--- config.mk ---
export PLATFORM = sky130hd
export DESIGN_NAME = olirf_front
export DESIGN_NICKNAME = d
export VERILOG_FILES = /design/src/rtl/olirf_pkg.sv /design/src/rtl/olirf_front.sv
export SDC_FILE = /design/constraint.sdc
export NUM_CORES = 1
export LEC_CHECK = 0
export BUFFER_PORTS_ARGS = -buffer_cell sky130_fd_sc_hd__buf_2
export CORE_UTILIZATION = 40
export DETAILED_ROUTE_END_ITERATION = 10
export PLACE_DENSITY = 0.64
export SLEW_MARGIN = 30
export SYNTH_ARGS = -nofsm -noshare
export SYNTH_HDL_FRONTEND = slang
export SYNTH_SLANG_ARGS = --single-unit
--- constraint.sdc ---
create_clock -name clk -period 3.8 [get_ports clk]
set_input_delay 0.38 -clock clk [delete_from_list [all_inputs] [get_ports clk]]
set_output_delay 0.38 -clock clk [all_outputs]
set_load 0.005 [all_outputs]
--- src/rtl/olirf_pkg.sv ---
package olirf_pkg;

  // action codes of the input word
  localparam logic [2:0] ACT_INSERT     = 3'd0;
  localparam logic [2:0] ACT_PUSH_BACK  = 3'd1;
  localparam logic [2:0] ACT_PUSH_FRONT = 3'd2;
  localparam logic [2:0] ACT_POP_BACK   = 3'd3;
  localparam logic [2:0] ACT_POP_FRONT  = 3'd4;
  localparam logic [2:0] ACT_FIND       = 3'd5;
  localparam logic [2:0] ACT_CLEAR      = 3'd6;

  typedef enum logic [2:0] {
    ST_OK       = 3'd0,
    ST_BADPOS   = 3'd1,
    ST_EMPTY    = 3'd2,
    ST_FULL     = 3'd3,
    ST_NOTFOUND = 3'd4
  } status_t;

  typedef enum logic [2:0] {
    OP_INSERT,
    OP_POP_BACK,
    OP_POP_FRONT,
    OP_FIND,
    OP_CLEAR,
    OP_NOP
  } op_t;

  typedef enum logic [1:0] {
    POS_GIVEN,
    POS_END,
    POS_START
  } pos_kind_t;

  typedef enum logic [2:0] {
    S_IDLE,
    S_SH_RD,
    S_SH_WR,
    S_PUT,
    S_PF_RD,
    S_PF_WR,
    S_FD_RD,
    S_FD_CMP
  } bk_state_t;

  typedef struct packed {
    logic [2:0]         action;
    logic [8:0]         position;
    logic signed [31:0] value;
  } in_word_t;

  typedef struct packed {
    status_t    status;
    logic [7:0] found_index;
    logic [8:0] entry_count;
  } out_word_t;

  // classified command passed from front to back
  typedef struct packed {
    op_t                op;
    pos_kind_t          pos_kind;
    logic [8:0]         position;
    logic signed [31:0] value;
  } cmd_t;

endpackage

--- src/rtl/olirf_front.sv ---
module olirf_front (
  input  logic               clk,
  input  logic               rst_n,
  input  logic               in_valid,
  output logic               in_stall,
  input  olirf_pkg::in_word_t in_data,
  output logic               cmd_valid,
  input  logic               cmd_pop,
  output olirf_pkg::cmd_t    cmd,
  output logic [1:0]         q_level
);
  import olirf_pkg::*;

  cmd_t       q_data_r [2];
  logic       wr_ptr_r;
  logic       rd_ptr_r;
  logic [1:0] level_r;
  logic [1:0] level_nxt;
  cmd_t       dec;
  logic       push;
  logic       pop;

  // classify the action code
  always_comb begin
    dec.position = in_data.position;
    dec.value    = in_data.value;
    dec.pos_kind = POS_GIVEN;
    case (in_data.action)
      ACT_INSERT: begin
        dec.op = OP_INSERT;
      end
      ACT_PUSH_BACK: begin
        dec.op       = OP_INSERT;
        dec.pos_kind = POS_END;
      end
      ACT_PUSH_FRONT: begin
        dec.op       = OP_INSERT;
        dec.pos_kind = POS_START;
      end
      ACT_POP_BACK:  dec.op = OP_POP_BACK;
      ACT_POP_FRONT: dec.op = OP_POP_FRONT;
      ACT_FIND:      dec.op = OP_FIND;
      ACT_CLEAR:     dec.op = OP_CLEAR;
      default:       dec.op = OP_NOP;
    endcase
  end

  // two-word queue towards the back end
  assign in_stall  = (level_r == 2'd2);
  assign push      = in_valid && !in_stall;
  assign pop       = cmd_pop && (level_r != 2'd0);
  assign cmd_valid = (level_r != 2'd0);
  assign cmd       = q_data_r[rd_ptr_r];
  assign q_level   = level_r;

  always_comb begin
    level_nxt = level_r;
    if (push && !pop) begin
      level_nxt = level_r + 2'd1;
    end else if (pop && !push) begin
      level_nxt = level_r - 2'd1;
    end
  end

  always_ff @(posedge clk) begin
    if (!rst_n) begin
      wr_ptr_r <= 1'b0;
      rd_ptr_r <= 1'b0;
      level_r  <= 2'd0;
    end else begin
      level_r <= level_nxt;
      if (push) begin
        wr_ptr_r <= !wr_ptr_r;
      end
      if (pop) begin
        rd_ptr_r <= !rd_ptr_r;
      end
    end
  end

  always_ff @(posedge clk) begin
    if (push) begin
      q_data_r[wr_ptr_r] <= dec;
    end
  end

endmodule

# After elaboration in Yosys (flattened, before gate mapping)
# Memory sizes are Yosys's and may differ from the RTL's. A register that Yosys moved wholly into a read port is not among the register bits.
# Index checks and enable logic that the tools add are counted.
word_totals:
  reg_bits: 4
  latch_bits: 0
  ramBits: 92
  mem_bits_ro: 0
  input_bits: 48
  memories: 1
mem_list:
  columns: ["memory", "words", "width", "read_ports", "rd_ports_with_merged_regs", "wr", "line_no", "source"]
  rows:
  - ["q_data_r", 2, 46, 1, 1, 1, "olirf_front.sv:14", "cmd_t q_data_r [2];"]
op_classes:
  n_addsub: 2
  multipliers: 0
  div_mod_pow: 0
  order_cmp: 0
  n_eq_ne: 7
  shifts: 0
  muxes: 8
  n_bitwise: 0
  n_reduce_logical: 13
op_table:
  columns: ["cell", "count"]
  rows:
  - ["one-hot mux 3 bit (5 select lines)", 1]
  - ["equality test 3 bit, second input constant", 3]
  - ["equality test 3 x 2 -> 1 bit, second input constant", 2]
  - ["logical NOT 1 bit", 5]
  - ["logical AND 1 bit", 4]
  - ["2-to-1 mux 1 bit", 4]
  - ["2-to-1 mux 2 bit", 2]
  - ["one-hot mux 2 bit (2 select lines)", 1]
  - ["nonzero test 2 bit", 2]
  - ["equality test 3 x 1 -> 1 bit, second input constant", 1]
  - ["logical NOT 3 bit", 1]
  - ["OR reduction 3 bit", 1]
  - ["adder 2 x 1 -> 2 bit, second input constant", 1]
  - ["equality test 2 bit, second input constant", 1]
  - ["subtractor 2 x 1 -> 2 bit, second input constant", 1]

# Longest topological paths before layout
depth:
  depth_word: 7
  ltp_mapped: 7

# Worst setup path before layout
# OpenSTA, ideal clock, no wires.
synth_timing:
  path_kind: "flip-flop to flip-flop"
  start: "register level_r[0] (netlist: q_level[0])"
  end: "memory q_data_r[0][0] in the netlist's numbering, enable pin"
  setup_ns: 0.443
  t_arrival_ns: 2.438
  t_required_ns: 3.357
  slack_ns: 0.919
  path_stages_with_launch: 4
  n_path_buf: 0
  period_less_slack_ns: 2.881
  path_cell_list: "dfxtp_1 -> nand2b_1 -> inv_2 -> nor3_2"
synth_between:
  elab_chain_cells: 5
synth_rtl:
  columns: ["item", "line_no", "source"]
  rows:
  - ["from (decl)", "olirf_front.sv:17", "logic [1:0] level_r;"]
  - ["from (signal assigned)", "olirf_front.sv:71", "level_r <= level_nxt;"]
  - ["equality test 2 bit", "olirf_front.sv:49", "assign in_stall = (level_r == 2'd2);"]
  - ["net in_stall", "olirf_front.sv:5", "output logic in_stall,"]
  - ["logical NOT 1 bit", "olirf_front.sv:50", "assign push = in_valid && !in_stall;"]
  - ["logical AND 1 bit", "olirf_front.sv:50", null]
  - ["2-to-1 mux 1 bit", "olirf_front.sv:82", "if (push) begin"]
  - ["2-to-1 mux 1 bit (implied by the code)", "olirf_front.sv:83", "q_data_r[wr_ptr_r] <= dec;"]
  - ["to (decl)", "olirf_front.sv:14", null]
# The timed path passes the listed nets, and every way through them passes these cells.

==> flow_summary.json <==
{
  "clkLatencyLatePin_ps": 350,
  "pwr_density_cell_mw_per_mm2": 602,
  "clock_skew_ps": 11.1,
  "layout.nets": 328,
  "tritoncts": "built",
  "vdd_drop_max_mv": 0.229,
  "dr.pass1.iters": 4,
  "ys_types": 24,
  "routed_via_density": 4.79,
  "cts_hold_buf": 0,
  "portBuffers": 97,
  "period_minus_slack_ps": 2050,
  "fp.dieH_um": 96.9,
  "avgSynthCellArea_um2": 20.8,
  "clk_path_buf_depth": 2,
  "finalSetupTns_ps": 0,
  "ant_nets": 0,
  "syn_inst": 173,
  "fin_crit_sh": 0.540,
  "yosys_warnings": 0,
  "cts-root-buf": "clkbuf_8",
  "die_w_um": 96.9,
  "antenna_found_initial": 0,
  "cp.required_ps": 3420,
  "cts_buffers": 9,
  "cp_max_fo": 46,
  "dieArea_mm2": 0.00939,
  "core_mm2": 0.00872,
  "drcViolationCount": 0,
  "final-max-slew-violation-count": 0,
  "diodes": 0,
  "ys_seq_elements": 97,
  "synth_top_area_share": 0.767,
  "clkTransAtPathRegs_ps": 90,
  "drive_gt1_frac": 0.585,
  "grt_max_degree": 47,
  "cap_violations": 0,
  "rsz0062_at_grt": "no",
  "max_slew_margin": 0.439,
  "yosysSeqAreaShare": 0.795,
  "timing.fmax_ghz": 0.487,
  "hold_path.class": "in -> reg",
  "syn_nets": 222,
  "worstSetupEndpointType": "output pin",
  "rows": 34,
  "timing.rr.start": "q_level[0]",
  "hold_start": "in_data[14]",
  "hold_viol": 0,
  "syn2layout_area_growth_pct": 21.2,
  "htree_levels": 3,
  "fillers": 753,
  "drt_iter0_drc": 61,
  "boundaryPins": 98,
  "final-setup-viol-count": 0,
  "cts_resized": 0,
  "overflow": 0,
  "grt_usage": 0.128,
  "grt_pass1_wl_um": 9170,
  "gp_congestion": 0.678,
  "yosys.area.top_type": "edfxtp_1",
  "start_util": 0.413,
  "placed_area_mm2": 0.00421,
  "grt_pass1_vias": 1829,
  "startpoint_type": "flip-flop",
  "multiInputGateArea_um2": 689,
  "cts.sinks": 97,
  "status": "finished, final reports clean",
  "final_cell_area_mm2": 0.00436,
  "worstMarginPinSlew_ps": 842,
  "regArea_mm2": 0.00287,
  "dp_hpwl_um": 3630,
  "wirelength_um": 5770,
  "critical_path_class": "reg -> out",
  "routed-via-count": 1870,
  "synth_area_leaders": "edfxtp_1 (77%), mux2_2 (14%), dfxtp_1 (2.8%)",
  "syn_area_mm2": 0.00360,
  "leakage_nw": 1.63,
  "postCtsSetupBuffers": 0,
  "cp.arrival_ps": 1670,
  "wl_per_cell_um": 14.8
}
per-layer routing:
| layer | vias up | track usage | share of wire |
|---|---|---|---|
| li1 | 882 | - | - |
| met1 | 919 | 0.165 | 0.45 |
| met2 | 60 | 0.196 | 0.47 |
| met3 | 9 | 0.0405 | 0.063 |
| met4 | 0 | 0.0620 | 0.015 |
| met5 | - | 0 | 0 |
cells in the mapped netlist, drive strengths merged:
cell / instances
and2: 4
nor2: 1
buf: 5
dfxtp: 5
and3: 1
a21boi: 2
mux2: 46
or2: 1
ha: 1
nor3b: 2
inv: 2
o21a: 2
nand2b: 1
o21ai: 2
or3: 1
nor2b: 1
nor3: 1
xor2: 1
xnor2: 2
edfxtp: 92
logic make-up after synthesis:
group | share of synthesized area
multiplexers | 0.144
XOR/XNOR | 0.00730
buffers and inverters | 0.0160
flip-flops | 0.795
adder cells (fa/ha/maj) | 0.00347
AND/OR/NAND/NOR | 0.0236
AO/OA/AOI/OAI | 0.0111
worst paths after layout:
check / endpoint / slack (ps) / cells after the start
min: q_data_r[0][14] / 210 / 1
max: cmd[30] / 1750 / 2
min reg2reg: q_level[1] / 550 / 2
max reg2reg: q_data_r[1][22] / 1770 / 3
power by group:
| group | internal [mW] | switching, mW | total, mW | leakage [nW] |
|---|---|---|---|---|
| clock | 0.231 | 0.334 | 0.565 | 0.0774 |
| sequential | 1.35 | 0.108 | 1.45 | 0.903 |
| combinational | 0.349 | 0.258 | 0.607 | 0.645 |
cells in the final DEF, fill, tap and decap left out, types with 3 or more instances in the layout:
| master | synthesis | final |
|---|---|---|
| dfxtp_1 | 5 | 4 |
| buf_2 | 1 | 97 |
| edfxtp_1 | 92 | 92 |
| mux2_2 | 46 | 46 |
| and2_1 | 4 | 4 |
| clkbuf_8 | 0 | 9 |
| buf_4 | 0 | 3 |
metrics by stage:
step	setup slack, ps	power, mW	hold WS [ps]	std cells	util
floorplan	919	1.84	479	173	-
global placement	1730	2.10	523	376	0.482
detailed placement	1720	2.10	532	376	0.482
CTS	1700	2.67	196	390	0.500
global route	1600	2.76	195	390	0.500
finish	1750	2.63	213	390	0.500
state kept, by name, indices dropped and copies added (netlist names), named ones only:
name,cells
wr_ptr_r,1
q_data_r,92
rd_ptr_r,1
q_level,2
final cells by class:
class / count / share of cell area
Sequential cell: 97 / 0.657
Multi-Input combinational cell: 69 / 0.158
Timing Repair Buffer: 100 / 0.116
Tap cell: 108 / 0.0310
Clock buffer: 9 / 0.0284
Clock inverter: 5 / 0.00774
Inverter: 2 / 0.00172
critical path, cell delays in order, from the launching register on:
cell and delay (ps):
dfxtp_4 760, mux2_2 410, buf_2 130
Power figures use the tool's default switching activity.
